--- src/rtl/core/golesc_pkg.sv ---
// ----------------------------------------------------------------------------
// Golomb escape encoder package
// Shared widths, the mode codes, the register indexes, the structs handed
// between the configuration stage, the divider cells and the top level,
// and a leading-one search used in more than one place.
// ----------------------------------------------------------------------------
package golesc_pkg;

  // Fixed field widths of the block.
  localparam int unsigned SAMPLE_W   = 16;
  localparam int unsigned VAL_W      = SAMPLE_W + 1;
  localparam int unsigned GP_W       = 16;
  localparam int unsigned LIM_W      = 17;
  localparam int unsigned K_W        = 4;
  localparam int unsigned OUTL_W     = 22;
  localparam int unsigned RLEN_W     = 5;
  localparam int unsigned CLEN_W     = 6;
  localparam int unsigned CODE_W     = 32;
  localparam int unsigned CFG_IDX_W  = 2;
  localparam int unsigned CFG_DATA_W = 17;

  // The quotient of a legal codeword never reaches 32, so five divider
  // cells cover every code length up to the largest codeword bound.
  localparam int unsigned QUOT_W = 5;
  localparam int unsigned DIV_W  = GP_W + QUOT_W - 1;

  // Register indexes of the configuration channel.
  localparam logic [CFG_IDX_W-1:0] REG_MODE    = 2'd0;
  localparam logic [CFG_IDX_W-1:0] REG_GPARAM  = 2'd1;
  localparam logic [CFG_IDX_W-1:0] REG_OUTLIER = 2'd2;

  typedef enum logic [1:0] {
    MODE_RAW   = 2'd0,
    MODE_ZERO  = 2'd1,
    MODE_MULTI = 2'd2,
    MODE_BAD   = 2'd3
  } mode_e;

  // Configuration as seen by the sample path.
  typedef struct packed {
    mode_e              mode;
    logic [GP_W-1:0]    g;
    logic [K_W-1:0]     k;
    logic [VAL_W-1:0]   cutoff;
    logic [OUTL_W-1:0]  outl;
    logic               invalid;
  } derived_t;

  // Per-sample payload that rides along the divider chain.
  typedef struct packed {
    logic                short_code;
    logic [VAL_W-1:0]    v;
    logic [SAMPLE_W-1:0] raw;
    logic [RLEN_W-1:0]   rlen;
  } item_t;

  // Contents of one divider cell.
  typedef struct packed {
    item_t              item;
    logic [VAL_W-1:0]   rem;
    logic [QUOT_W-1:0]  quot;
    logic [DIV_W-1:0]   div;
  } cell_t;

  // Position of the highest set bit; zero for an input of zero or one.
  function automatic logic [K_W-1:0] msb_index(input logic [GP_W-1:0] x);
    logic [K_W-1:0] r;
    r = '0;
    for (int i = 0; i < GP_W; i++) begin
      if (x[i]) begin
        r = K_W'(i);
      end
    end
    return r;
  endfunction

endpackage

--- src/rtl/core/golomb_escape_sample_encoder.sv ---
// ----------------------------------------------------------------------------
// Golomb escape sample encoder
// Zigzag maps each signed sample and codes it with a Golomb code, with
// zero escape or multi escape for outliers, or passes it uncompressed.
// ----------------------------------------------------------------------------
// Usage:
//   Write encoder_mode, golomb_param and outlier_limit over the cfg channel
//   (index 0, 1, 2) while no sample is in flight. A write transfers when
//   cfg_valid_i and cfg_ready_o are both high.
//   A sample transfers on each rising edge with start high and busy low.
//   busy is high only during reset and the cycle after it, so one sample
//   can be taken every clock.
//   Each result is held for a single cycle with done_o high. The receiver
//   cannot stall the block. A sample passes through five delay stages that
//   give the derived configuration time to settle, the escape decision,
//   level and divider set-up stages, five divider cells with one quotient
//   bit each, and the output stage.
//   Reset returns the registers to uncompressed mode with divisor one and
//   limit zero, and empties the pipeline. Invalid configurations give a
//   result with status_o high and every other field zero.
// ----------------------------------------------------------------------------
module golomb_escape_sample_encoder
  import golesc_pkg::*;
#(
  parameter int unsigned SAMPLE_BITS   = 16,
  parameter int unsigned MAX_CODE_BITS = 32
) (
  input  logic                  clk_i,
  input  logic                  rst_ni,
  input  logic                  start,
  output logic                  busy,
  input  logic signed [15:0]    sample_i,
  output logic                  done_o,
  output logic [CODE_W-1:0]     code_bits_o,
  output logic [CLEN_W-1:0]     code_length_o,
  output logic [SAMPLE_W-1:0]   raw_bits_o,
  output logic [RLEN_W-1:0]     raw_length_o,
  output logic                  status_o,
  input  logic                  cfg_valid_i,
  output logic                  cfg_ready_o,
  input  logic [CFG_IDX_W-1:0]  cfg_index_i,
  input  logic [CFG_DATA_W-1:0] cfg_data_i
);

  localparam int unsigned VW         = SAMPLE_BITS + 1;
  localparam int unsigned PRE_STAGES = 5;

  derived_t cfg;
  logic     acc;

  logic [PRE_STAGES-1:0]  pre_vld_q;
  logic [SAMPLE_BITS-1:0] pre_u_q [PRE_STAGES];

  logic [SAMPLE_BITS-1:0] u;
  logic [SAMPLE_BITS-1:0] mapped;
  logic                   esc;
  logic [SAMPLE_BITS-1:0] diff;
  logic [VW-1:0]          vbase;
  logic [SAMPLE_BITS-1:0] raw;

  logic                   e_vld_q;
  logic                   e_esc_q;
  logic [SAMPLE_BITS-1:0] e_diff_q;
  logic [VW-1:0]          e_vbase_q;
  logic [SAMPLE_BITS-1:0] e_raw_q;

  logic [K_W-1:0]         level;
  logic [VW-1:0]          v;
  logic [RLEN_W-1:0]      rlen;

  logic                   l_vld_q;
  logic [VW-1:0]          l_v_q;
  logic [SAMPLE_BITS-1:0] l_raw_q;
  logic [RLEN_W-1:0]      l_rlen_q;

  logic                   c_vld_q;
  cell_t                  c_cell_d;
  cell_t                  c_cell_q;

  logic [QUOT_W:0]        ch_vld;
  cell_t                  ch_cell [QUOT_W+1];
  cell_t                  fin;

  logic [CODE_W-1:0]      tail;
  logic [CODE_W-1:0]      unary;
  logic [CODE_W-1:0]      code_d;
  logic [CLEN_W-1:0]      clen_d;
  logic [SAMPLE_W-1:0]    raw_d;
  logic [RLEN_W-1:0]      rlen_d;
  logic                   status_d;

  logic                   done_q;
  logic [CODE_W-1:0]      code_q;
  logic [CLEN_W-1:0]      clen_q;
  logic [SAMPLE_W-1:0]    raw_q;
  logic [RLEN_W-1:0]      rlen_q;
  logic                   status_q;

  // Configuration registers and derived constants.
  golesc_cfg #(
    .SAMPLE_BITS   (SAMPLE_BITS),
    .MAX_CODE_BITS (MAX_CODE_BITS)
  ) u_cfg (
    .clk_i       (clk_i),
    .rst_ni      (rst_ni),
    .cfg_valid_i (cfg_valid_i),
    .cfg_ready_o (cfg_ready_o),
    .cfg_index_i (cfg_index_i),
    .cfg_data_i  (cfg_data_i),
    .cfg_o       (cfg)
  );

  assign busy = ~cfg_ready_o;
  assign acc  = start && !busy;

  // Sample delay line, which lets the derived configuration settle.
  always_ff @(posedge clk_i or negedge rst_ni) begin
    if (!rst_ni) begin
      pre_vld_q <= '0;
    end else begin
      pre_vld_q <= {pre_vld_q[PRE_STAGES-2:0], acc};
    end
  end

  always_ff @(posedge clk_i) begin
    pre_u_q[0] <= sample_i[SAMPLE_BITS-1:0];
    for (int i = 1; i < PRE_STAGES; i++) begin
      pre_u_q[i] <= pre_u_q[i-1];
    end
  end

  // Zigzag mapping and the escape decision against the outlier.
  always_comb begin
    u      = pre_u_q[PRE_STAGES-1];
    mapped = {u[SAMPLE_BITS-2:0], 1'b0} ^ {SAMPLE_BITS{u[SAMPLE_BITS-1]}};
    esc    = OUTL_W'(mapped) >= cfg.outl;
    diff   = mapped - cfg.outl[SAMPLE_BITS-1:0];
    case (cfg.mode)
      MODE_RAW: begin
        vbase = VW'(mapped);
        raw   = u;
      end
      MODE_ZERO: begin
        vbase = esc ? '0 : VW'(mapped) + VW'(1);
        raw   = esc ? mapped : '0;
      end
      MODE_MULTI: begin
        vbase = esc ? cfg.outl[VW-1:0] : VW'(mapped);
        raw   = esc ? diff : '0;
      end
      default: begin
        vbase = VW'(mapped);
        raw   = '0;
      end
    endcase
  end

  always_ff @(posedge clk_i or negedge rst_ni) begin
    if (!rst_ni) begin
      e_vld_q <= 1'b0;
    end else begin
      e_vld_q <= pre_vld_q[PRE_STAGES-1];
    end
  end

  always_ff @(posedge clk_i) begin
    e_esc_q   <= esc;
    e_diff_q  <= diff;
    e_vbase_q <= vbase;
    e_raw_q   <= raw;
  end

  // Escape level, the value to be coded and the raw bit count.
  always_comb begin
    level = msb_index(GP_W'(e_diff_q)) >> 1;
    v     = e_vbase_q;
    case (cfg.mode)
      MODE_RAW: begin
        rlen = RLEN_W'(SAMPLE_BITS);
      end
      MODE_ZERO: begin
        rlen = e_esc_q ? RLEN_W'(SAMPLE_BITS) : '0;
      end
      MODE_MULTI: begin
        if (e_esc_q) begin
          v    = e_vbase_q + VW'(level);
          rlen = RLEN_W'({level, 1'b0}) + RLEN_W'(2);
        end else begin
          rlen = '0;
        end
      end
      default: begin
        rlen = '0;
      end
    endcase
  end

  always_ff @(posedge clk_i or negedge rst_ni) begin
    if (!rst_ni) begin
      l_vld_q <= 1'b0;
    end else begin
      l_vld_q <= e_vld_q;
    end
  end

  always_ff @(posedge clk_i) begin
    l_v_q    <= v;
    l_raw_q  <= e_raw_q;
    l_rlen_q <= rlen;
  end

  // Short code test and divider set-up.
  always_comb begin
    c_cell_d.item.short_code = VAL_W'(l_v_q) < cfg.cutoff;
    c_cell_d.item.v          = VAL_W'(l_v_q);
    c_cell_d.item.raw        = SAMPLE_W'(l_raw_q);
    c_cell_d.item.rlen       = l_rlen_q;
    c_cell_d.rem             = VAL_W'(l_v_q) - cfg.cutoff;
    c_cell_d.quot            = '0;
    c_cell_d.div             = DIV_W'(cfg.g) << (QUOT_W - 1);
  end

  always_ff @(posedge clk_i or negedge rst_ni) begin
    if (!rst_ni) begin
      c_vld_q <= 1'b0;
    end else begin
      c_vld_q <= l_vld_q;
    end
  end

  always_ff @(posedge clk_i) begin
    c_cell_q <= c_cell_d;
  end

  // Row of divider cells, most significant quotient bit first.
  assign ch_vld[0]  = c_vld_q;
  assign ch_cell[0] = c_cell_q;

  for (genvar i = 0; i < QUOT_W; i++) begin : g_div
    golesc_div_cell u_cell (
      .clk_i   (clk_i),
      .rst_ni  (rst_ni),
      .valid_i (ch_vld[i]),
      .cell_i  (ch_cell[i]),
      .valid_o (ch_vld[i+1]),
      .cell_o  (ch_cell[i+1])
    );
  end

  assign fin = ch_cell[QUOT_W];

  // Codeword assembly: unary prefix over the truncated binary remainder.
  always_comb begin
    tail     = CODE_W'({fin.item.v - fin.item.v, 1'b0}) + CODE_W'({cfg.cutoff, 1'b0})
             + CODE_W'(fin.rem);
    unary    = (~({CODE_W{1'b1}} << fin.quot)) << (CLEN_W'(cfg.k) + CLEN_W'(2));
    code_d   = '0;
    clen_d   = '0;
    raw_d    = '0;
    rlen_d   = '0;
    status_d = 1'b0;
    if (cfg.invalid) begin
      status_d = 1'b1;
    end else if (cfg.mode == MODE_RAW) begin
      raw_d  = fin.item.raw;
      rlen_d = fin.item.rlen;
    end else begin
      raw_d  = fin.item.raw;
      rlen_d = fin.item.rlen;
      if (fin.item.short_code) begin
        code_d = CODE_W'(fin.item.v);
        clen_d = CLEN_W'(cfg.k) + CLEN_W'(1);
      end else begin
        code_d = unary + tail;
        clen_d = CLEN_W'(cfg.k) + CLEN_W'(2) + CLEN_W'(fin.quot);
      end
    end
  end

  // Output register; each result is shown for one cycle.
  always_ff @(posedge clk_i or negedge rst_ni) begin
    if (!rst_ni) begin
      done_q <= 1'b0;
    end else begin
      done_q <= ch_vld[QUOT_W];
    end
  end

  always_ff @(posedge clk_i) begin
    code_q   <= code_d;
    clen_q   <= clen_d;
    raw_q    <= raw_d;
    rlen_q   <= rlen_d;
    status_q <= status_d;
  end

  assign done_o        = done_q;
  assign code_bits_o   = code_q;
  assign code_length_o = clen_q;
  assign raw_bits_o    = raw_q;
  assign raw_length_o  = rlen_q;
  assign status_o      = status_q;

`ifndef ASSERT_OFF
  // Every accepted sample gives exactly one result, a fixed time later.
  a_latency: assert property (@(posedge clk_i) disable iff (!rst_ni)
    done_o == $past(start && !busy, PRE_STAGES + 3 + QUOT_W + 1))
    else $error("result strobe does not match accepted samples");

  // An error result carries no code and no raw bits.
  a_error_empty: assert property (@(posedge clk_i) disable iff (!rst_ni)
    (done_o && status_o) |-> (code_bits_o == '0) && (code_length_o == '0)
                             && (raw_bits_o == '0) && (raw_length_o == '0))
    else $error("error result with non-empty fields");

  // Only an uncompressed result has no codeword, and it carries the sample.
  a_raw_len: assert property (@(posedge clk_i) disable iff (!rst_ni)
    (done_o && !status_o && (code_length_o == '0))
      |-> (raw_length_o == RLEN_W'(SAMPLE_BITS)))
    else $error("empty codeword without a full raw sample");
`endif

endmodule

--- src/rtl/core/golesc_cfg.sv ---
// ----------------------------------------------------------------------------
// Golomb escape encoder configuration
// Holds the three configuration registers and works out the Golomb
// constants and the capped outlier over five register levels.
// ----------------------------------------------------------------------------
module golesc_cfg
  import golesc_pkg::*;
#(
  parameter int unsigned SAMPLE_BITS   = 16,
  parameter int unsigned MAX_CODE_BITS = 32
) (
  input  logic                  clk_i,
  input  logic                  rst_ni,
  input  logic                  cfg_valid_i,
  output logic                  cfg_ready_o,
  input  logic [CFG_IDX_W-1:0]  cfg_index_i,
  input  logic [CFG_DATA_W-1:0] cfg_data_i,
  output derived_t              cfg_o
);

  localparam int unsigned NK_W = $clog2(MAX_CODE_BITS);
  localparam int unsigned NESC = (SAMPLE_BITS + 1) / 2;

  logic              ready_q;
  mode_e             mode_q;
  logic [GP_W-1:0]   g_q;
  logic [LIM_W-1:0]  lim_q;

  logic [K_W-1:0]    k_q;
  logic [VAL_W-1:0]  cut_q;
  logic [NK_W-1:0]   nk_q;
  logic [OUTL_W-1:0] prod_q;
  logic [OUTL_W-1:0] oz_q;
  logic [OUTL_W-1:0] ubz_q;
  logic [OUTL_W-1:0] ubm_q;
  logic [OUTL_W-1:0] outl_q;
  logic [OUTL_W-1:0] lim_ext;

  // Register writes; ready is registered, so the port becomes ready on the clock edge after reset is released.
  always_ff @(posedge clk_i or negedge rst_ni) begin
    if (!rst_ni) begin
      ready_q <= 1'b0;
      mode_q  <= MODE_RAW;
      g_q     <= GP_W'(1);
      lim_q   <= '0;
    end else begin
      ready_q <= 1'b1;
      if (cfg_valid_i && ready_q) begin
        case (cfg_index_i)
          REG_MODE:    mode_q <= mode_e'(cfg_data_i[1:0]);
          REG_GPARAM:  g_q    <= cfg_data_i[GP_W-1:0];
          REG_OUTLIER: lim_q  <= cfg_data_i[LIM_W-1:0];
          default: begin
          end
        endcase
      end
    end
  end

  assign lim_ext = OUTL_W'(lim_q);

  // Derived constants. The levels run freely; the user must change the registers
  // only while no sample is in flight, which the block does not enforce, so that
  // each level has settled by the time a sample reaches the stage that reads it.
  always_ff @(posedge clk_i) begin
    k_q    <= msb_index(g_q);
    cut_q  <= (VAL_W'(2) << k_q) - VAL_W'(g_q);
    nk_q   <= NK_W'(MAX_CODE_BITS - 1) - NK_W'(k_q);
    prod_q <= OUTL_W'(nk_q) * OUTL_W'(g_q);
    oz_q   <= OUTL_W'(cut_q) + OUTL_W'(g_q) * OUTL_W'(SAMPLE_BITS) - OUTL_W'(1);
    ubz_q  <= OUTL_W'(cut_q) + prod_q;
    ubm_q  <= OUTL_W'(cut_q) + prod_q - OUTL_W'(NESC);
    if (mode_q == MODE_ZERO) begin
      outl_q <= (oz_q < ubz_q) ? oz_q : ubz_q;
    end else begin
      outl_q <= (lim_ext < ubm_q) ? lim_ext : ubm_q;
    end
  end

  // With a non-zero divisor the codeword bound is always positive, so the
  // outlier is zero only when the multi mode limit is zero.
  always_comb begin
    cfg_o.mode    = mode_q;
    cfg_o.g       = g_q;
    cfg_o.k       = k_q;
    cfg_o.cutoff  = cut_q;
    cfg_o.outl    = outl_q;
    cfg_o.invalid = (mode_q == MODE_BAD)
                 || ((mode_q != MODE_RAW) && (g_q == '0))
                 || ((mode_q == MODE_MULTI) && (lim_q == '0));
  end

  assign cfg_ready_o = ready_q;

endmodule

--- src/rtl/core/golesc_div_cell.sv ---
// ----------------------------------------------------------------------------
// Golomb escape encoder divider cell
// One restoring division step: compares the partial remainder with the
// shifted divisor, shifts in one quotient bit and hands everything on.
// ----------------------------------------------------------------------------
module golesc_div_cell
  import golesc_pkg::*;
(
  input  logic  clk_i,
  input  logic  rst_ni,
  input  logic  valid_i,
  input  cell_t cell_i,
  output logic  valid_o,
  output cell_t cell_o
);

  logic  valid_q;
  cell_t cell_q;
  cell_t cell_d;
  logic  ge;

  // Trial subtraction and divisor shift for the next cell.
  always_comb begin
    cell_d = cell_i;
    ge     = DIV_W'(cell_i.rem) >= cell_i.div;
    if (ge) begin
      cell_d.rem = VAL_W'(DIV_W'(cell_i.rem) - cell_i.div);
    end
    cell_d.quot = {cell_i.quot[QUOT_W-2:0], ge};
    cell_d.div  = cell_i.div >> 1;
  end

  always_ff @(posedge clk_i or negedge rst_ni) begin
    if (!rst_ni) begin
      valid_q <= 1'b0;
    end else begin
      valid_q <= valid_i;
    end
  end

  always_ff @(posedge clk_i) begin
    cell_q <= cell_d;
  end

  assign valid_o = valid_q;
  assign cell_o  = cell_q;

endmodule
--- config.mk ---
export PLATFORM = sky130hd
export DESIGN_NAME = golomb_escape_sample_encoder
export DESIGN_NICKNAME = d
export VERILOG_FILES = /design/src/rtl/core/golesc_pkg.sv /design/src/rtl/core/golomb_escape_sample_encoder.sv /design/src/rtl/core/golesc_cfg.sv /design/src/rtl/core/golesc_div_cell.sv
export SDC_FILE = /design/constraint.sdc
export NUM_CORES = 2
export LEC_CHECK = 0
export BUFFER_PORTS_ARGS = -buffer_cell sky130_fd_sc_hd__buf_2
export CORE_MARGIN = 2
export CORE_UTILIZATION = 40
export DETAILED_ROUTE_END_ITERATION = 10
export PLACE_DENSITY = 0.69
export SYNTH_ARGS = -nofsm -noshare
export SYNTH_HDL_FRONTEND = slang
export SYNTH_SLANG_ARGS = --single-unit
--- constraint.sdc ---
create_clock -name clk_i -period 4.9 [get_ports clk_i]
set_input_delay 0.735 -clock clk_i [delete_from_list [all_inputs] [get_ports clk_i]]
set_output_delay 0.735 -clock clk_i [all_outputs]
set_load 0.01 [all_outputs]
## Word level (Yosys, flattened, before mapping)

Memory sizes are Yosys's and may differ from the RTL's.
Index checks and enable logic that the tools add are counted.

| operators by class | value |
|---|---|
| eq/ne operators | 5 |
| divide/modulo/power cells | 0 |
| multiplexer cells | 51 |
| add/sub/neg operators | 23 |
| reductions and logical operators | 19 |
| shift operators | 3 |
| $mul | 1 |
| magnitude comparators | 9 |
| bitwise logic cells | 3 |

Operators with widths:

| operator | number |
|---|---|
| $mux 17 | 10 |
| $sub 17x17->17 | 6 |
| $mux 22 | 3 |
| $mux 4 | 14 |
| $pmux 16 s3 | 1 |
| $pmux 17 s2 | 1 |
| $sub 17x16->17 | 2 |
| $add 32x20->32 | 1 |
| $mux 16 | 2 |
| $not 32->32 | 1 |
| $shl 32x5->32 const A | 1 |
| $shl 32x6->32 | 1 |
| $mux 3 | 8 |
| $add 17x21->22 | 1 |
| $ge 16x22->1 | 1 |
| $lt 17x22->1 | 1 |
| $lt 22x22->1 | 1 |
| $sub 22x1->22 const B | 1 |
| $sub 22x4->22 const B | 1 |
| $add 17x20->21 | 1 |
| $mul 5x16->21 | 1 |
| $add 19x17->20 | 1 |
| $ge 17x20->1 | 1 |
| $add 18x18->19 | 1 |
| other kinds (33) | 52 |

| storage, ports and cells | value |
|---|---|
| logic and storage cells | 193 |
| memories | 1 |
| latch bits | 0 |
| output and inout bits | 63 |
| memory bits (read-only) | 0 |
| register bits after elaboration | 764 |
| bits in writable memories | 80 |
| input bits | 39 |

Memories:

| name | depth | width | read ports | clocked after memory_dff | write ports | line | RTL |
|---|---|---|---|---|---|---|---|
| pre_u_q | 5 | 16 | 5 | 0 | 5 | golomb_escape_sample_encoder.sv:52 | `logic [SAMPLE_BITS-1:0] pre_u_q [PRE_STAGES];` |

## Logic depth before layout (Yosys ltp)

| logic depth | value |
|---|---|
| depth after elaboration | 18 |
| gate-level depth with buffers | 23 |
| gate-level depth less buffers | 21 |

## Hierarchy

Synthesis repeated with hierarchy kept, for this count alone.

| second synthesis, totals | value |
|---|---|
| cell total of the unflattened synthesis | 3847 |
| area, all modules | 38889.8 µm² |

Modules (own cells, without submodules):

| module | instances | cells each | area each (µm²) | sequential area each (µm²) |
|---|---|---|---|---|
| golesc_div_cell | 5 | 237 | 2788.9 | 1626.6 |
| golomb_escape_sample_encoder | 1 | 1450 | 13744.4 | 6150.9 |
| golesc_cfg | 1 | 1212 | 11200.7 | 3524.6 |

## Least setup slack after synthesis

Ideal clock, no wire load.

| path | value |
|---|---|
| path type | register to register |
| start point | register u_cfg.k_q[1] |
| end point | register code_q[26] (netlist: code_bits_o[26]) |
| library setup time | 71 ps |
| path slack | -188 ps |
| data required time | 4829 ps |
| clock period less this slack | 5088 ps |
| data arrival time | 5018 ps |
| buffers on the path | 4 |
| stages on the path, launching flop included | 23 |
| cell sequence | dfxtp_1 ha_1 clkbuf_1 clkbuf_1 clkbuf_1 buf_1 nor3_1 ha_1 inv_1 fa_1 inv_1 ha_1 inv_1 fa_1 nor2b_1 o31a_1 o22ai_1 o21a_1 o211a_1 o21ai_0 a21oi_2 or3_1 a21oi_1 |

| between the ends | value |
|---|---|
| longest elaborated chain between the ends | 3 |

Ends and longest elaborated chain:

| element | line | RTL |
|---|---|---|
| start: declaration | golesc_cfg.sv:29 | `logic [K_W-1:0] k_q;` |
| start signal: assignment | golesc_cfg.sv:66 | `k_q <= msb_index(g_q);` |
| $add 4x2->5 | golomb_escape_sample_encoder.sv:256 | `unary = (~({CODE_W{1'b1}} << fin.quot)) << (CLEN_W'(cfg.k) + CLEN_W'(2));` |
| $shl 32x6->32 | golomb_escape_sample_encoder.sv:256 |  |
| $add 32x20->32 | golomb_escape_sample_encoder.sv:274 | `code_d = unary + tail;` |
| end signal: assignment | golomb_escape_sample_encoder.sv:290 | `code_q <= code_d;` |
| end: declaration | golomb_escape_sample_encoder.sv:93 | `logic [CODE_W-1:0] code_q;` |

No other way between the ends.
A chain may end at the register's enable or synchronous reset.

## Worst setup path in the final report

| path | value |
|---|---|
| start point | register g_div[4].u_cell.cell_q, in the netlist g_div[4].u_cell.cell_o[24] |
| end point | register code_q[22] (netlist: code_bits_o[22]) |

| between the ends | value |
|---|---|
| longest elaborated chain between the ends | 4 |

Ends and longest elaborated chain:

| element | line | RTL |
|---|---|---|
| start: declaration | golesc_div_cell.sv:18 | `cell_t cell_q;` |
| start signal: assignment | golesc_div_cell.sv:42 | `cell_q <= cell_d;` |
| $shl 32x5->32 | golomb_escape_sample_encoder.sv:256 |  |
| $not 32->32 | golomb_escape_sample_encoder.sv:256 |  |
| $shl 32x6->32 | golomb_escape_sample_encoder.sv:256 |  |
| $add 32x20->32 | golomb_escape_sample_encoder.sv:274 |  |

No other way between the ends.

==> flow_metrics.tcl <==
set metrics [dict create \
    fin_crit_sh 0.9435 \
    grt_pass1_wl_mm 138.8 \
    cts_made_buffers 82 \
    ys_seq_area_frac 0.4650 \
    rsz0062_at_grt "no" \
    r2r_start "g_div[4].u_cell.cell_o[24]" \
    synth_cells 3566 \
    worstHoldPathType "primary input to register" \
    pwr-share-seq 0.314 \
    hpwl_mm 68.75 \
    fin_setup_tns_ns 0 \
    cts_tree "done" \
    tightestPinTransition_ns 1.098 \
    n_fill_cell 8308 \
    multiInputGateArea_sq_um 17950 \
    antenna_found_initial 2 \
    p_int_mw 20.32 \
    core_area_sq_um 89870 \
    ir_worst_vdd_uv 428.7 \
    pwr-share-comb 0.500 \
    drive_above_1_share 0.1221 \
    nets 4121 \
    vias 25720 \
    drc 0 \
    synthMuxAreaShare 0.05035 \
    synth_nets 3955 \
    grt_pass1_vias 24880 \
    swShare 0.4109 \
    clock_latency_ns 0.65 \
    report.final.slew_viol_count 0 \
    io_pins 102 \
    synth_edf_count 0 \
    port_buffers 100 \
    clkSlewWorstSetupHoldPaths_ns 0.06 \
    grt_max_degree 51 \
    synth_top_family_by_area "adder cells" \
    switching_power_mw 14.18 \
    synth_cell_type_count 99 \
    die_h_um 305.0 \
    num_rows 110 \
    fp.dieW_um 305.0 \
    drt-vias-per-instance 5.168 \
    async_flop_share 0.06031 \
    cp.arrival_ns 5.19 \
    yosys_warnings 0 \
    hold_violations 0 \
    synthFlopType "dfxtp_1" \
    clock_skew_ns 0.04264 \
    dieArea_sq_um 93010 \
    avgRoutedWirePerCell_um 17.89 \
    synth-seq-cells 829 \
    run_status "finished clean" \
    critPathLaunchType "register" \
    drv_cap 0 \
    synthSimpleGateAreaFrac 0.1218 \
    power.share.clock 0.187 \
    crit_type "register to register" \
    drt-pass1-iter-count 6 \
    root_buffer "clkbuf_16" \
    p_leak_nw 18.53 \
    fin_crit_ns 4.623 \
    cts_buffer_depth 3 \
    synth_area_per_cell_sq_um 10.16 \
    cts_sinks 829 \
    power_density_nw_per_um2 834.2 \
    startpoint "g_div[4].u_cell.cell_o[24]" \
    place_congestion 0.9443 \
    synth_compound_area_frac 0.1300 \
    max_freq_mhz 216.3 \
    cp.required_ns 5.47 \
    cp_max_fo 5 \
    grt_usage 0.1887 \
    grt-ovfl-total 0 \
    register_area_sq_um 16850 \
    post-cts-setup-buffers 0 \
    setup_violations 0 \
    ant_nets 0 \
    synth_xor_area_frac 0.05318 \
    whs_ns 0.1963 \
    synthAdderAreaFrac 0.1378 \
    postRouteWirelength_mm 89.02 \
    hold_start "sample_i[15]" \
    start_util 0.4032 \
    slew-limit-headroom 0.2681 \
    synthesis.area_sq_um 36230 \
    htree_levels 3 \
    syn_to_final_growth_pct 14.13 \
    drt_iter0_drc 1879 \
    end_kind "register" \
]
-- layout by cell type, fill, tap and decap left out, types with 80 or more instances in the layout --
cell       Yosys  final
xnor2_1      134    134
mux2i_1       81     81
clkbuf_16      0     83
o21ai_0      133    132
nor2_1       238    238
dfxtp_1      779    776
buf_2          9    100
buf_4          2     80
mux2_2        87     87
ha_1         279    277
inv_1        291    291
and2_1        99     99
xor2_1        86     86
nand2_1      172    172
a21oi_1      187    184
-- power by group through the flow --
stage / logic, mW / clock network (mW) / registers (mW)
CTS: 17.1 / 6.58 / 10.8
finish: 17.2 / 6.44 / 10.8
global route: 19.2 / 6.84 / 11.0
detailed placement: 17.0 / 0 / 10.9
global placement: 16.8 / 0 / 10.9
floorplan: 12.7 / 0 / 10.2
-- flip-flops by register name, summed over array words and instances (netlist names), 6 cells and up --
signal and cells:
l_raw_q 16, u_cfg.cut_q 17, l_v_q 17, u_cfg.oz_q 22
u_cfg.ubm_q 19, raw_bits_o 16, code_length_o 6, u_cfg.lim_q 17
e_raw_q 16, u_cfg.g_q 16, e_vbase_q 17, g_div.u_cell.cell_o 354
u_cfg.outl_q 22, pre_u_q 80, c_cell_q 70, u_cfg.ubz_q 22
code_bits_o 32, e_diff_q 14, u_cfg.prod_q 21
-- critical path: stages (launching register included) --
cell	delay, ns
dfxtp_1	0.31
or2_1	0.27
o41ai_2	0.31
o21a_2	0.24
nor3_1	0.08
ha_1	0.27
inv_1	0.05
fa_1	0.45
inv_1	0.07
ha_1	0.16
inv_1	0.06
fa_1	0.41
nor2b_1	0.20
o31a_1	0.20
o22ai_1	0.09
o21a_1	0.23
o211a_1	0.27
o211ai_1	0.22
a31oi_1	0.13
or3_1	0.38
a21oi_1	0.14
-- worst paths after layout --
kind | to | slack (ns) | depth (start not counted)
max | code_bits_o[22] | 0.28 | 20
min | pre_u_q[0][15] | 0.20 | 1
max reg2reg | code_bits_o[22] | 0.28 | 20
min reg2reg | l_raw_q[2] | 0.31 | 0
max in group asynchronous | u_cfg.g_q[4] | 4.21 | 2
min in group asynchronous | u_cfg.lim_q[14] | 0.22 | 2
-- synth_stat cells, drive strengths merged (12+ instances only) --
cell type / instances / share of area
xor2: 86 / 0.021
o21ai: 150 / 0.021
a21boi: 14 / 0.0029
nor2: 238 / 0.025
nor2b: 48 / 0.0083
and3: 38 / 0.0066
inv: 295 / 0.031
nand2: 172 / 0.018
nand2b: 26 / 0.0045
nor3: 69 / 0.0098
dfxtp: 779 / 0.43
o211ai: 26 / 0.0054
o31ai: 12 / 0.0025
a211oi: 37 / 0.0079
and2: 100 / 0.017
or2: 17 / 0.0029
a22oi: 20 / 0.0041
o22ai: 13 / 0.0022
dfrtp: 49 / 0.034
o21bai: 19 / 0.0039
nand4: 33 / 0.0060
xnor2: 134 / 0.032
a21o: 54 / 0.011
ha: 279 / 0.096
clkbuf: 79 / 0.0082
nand3: 57 / 0.0079
buf: 20 / 0.0028
a31oi: 22 / 0.0038
a21oi: 188 / 0.026
nor4: 20 / 0.0042
o21a: 42 / 0.0087
fa: 71 / 0.039
mux2: 90 / 0.028
or3: 19 / 0.0033
mux2i: 81 / 0.022
-- through the flow --
stage / power [mW] / util / worst slack (ns) / cells / instance area [sq um]
finish: 34.50 / 0.4601 / 0.2771 / 4976 / 41350
global route: 37.09 / 0.4601 / 0.0008220 / 4975 / 41350
CTS: 34.50 / 0.4596 / 0.02150 / 4975 / 41310
detailed placement: 27.89 / 0.4278 / 0.07229 / 4824 / 38450
global placement: 27.67 / 0.4278 / 0.1344 / 4824 / 38450
floorplan: 22.98 / - / 0.07276 / 3566 / 36240
-- timing repair --
action / CTS / global route
hold buffers: 0 / 0
resized for setup: 0 / 14
hold endpoints to repair: 0 / 0
endpoints found under the setup margin: 0 / 16
-- kinds of logic after synthesis --
kind of cell | after synthesis
and+or+nand+nor | 875
DFF | 829
AOI/OAI and AO/OA | 715
buffers and inverters | 396
adders and majority gates | 358
xor gates and xnor gates | 220
muxes | 171
other | 2
-- metal layers --
layer	routed length (um)	up-vias	global-route usage
li1	-	12670	-
met1	41860	12270	0.2621
met2	40550	661	0.3055
met3	4550	123	0.02649
met4	2055	0	0.05399
met5	0	-	0
-- final cells by class --
class / count / area share
inverter: 297 / 0.02696
tap: 1176 / 0.03558
multi-input combinational: 2341 / 0.4340
timing repair buffer: 181 / 0.02690
clock buffer: 109 / 0.05597
clock inverter: 42 / 0.01310
sequential: 829 / 0.4075
antenna: 1 / 0.00006051
No activity file was read; power rests on OpenSTA's default activity.
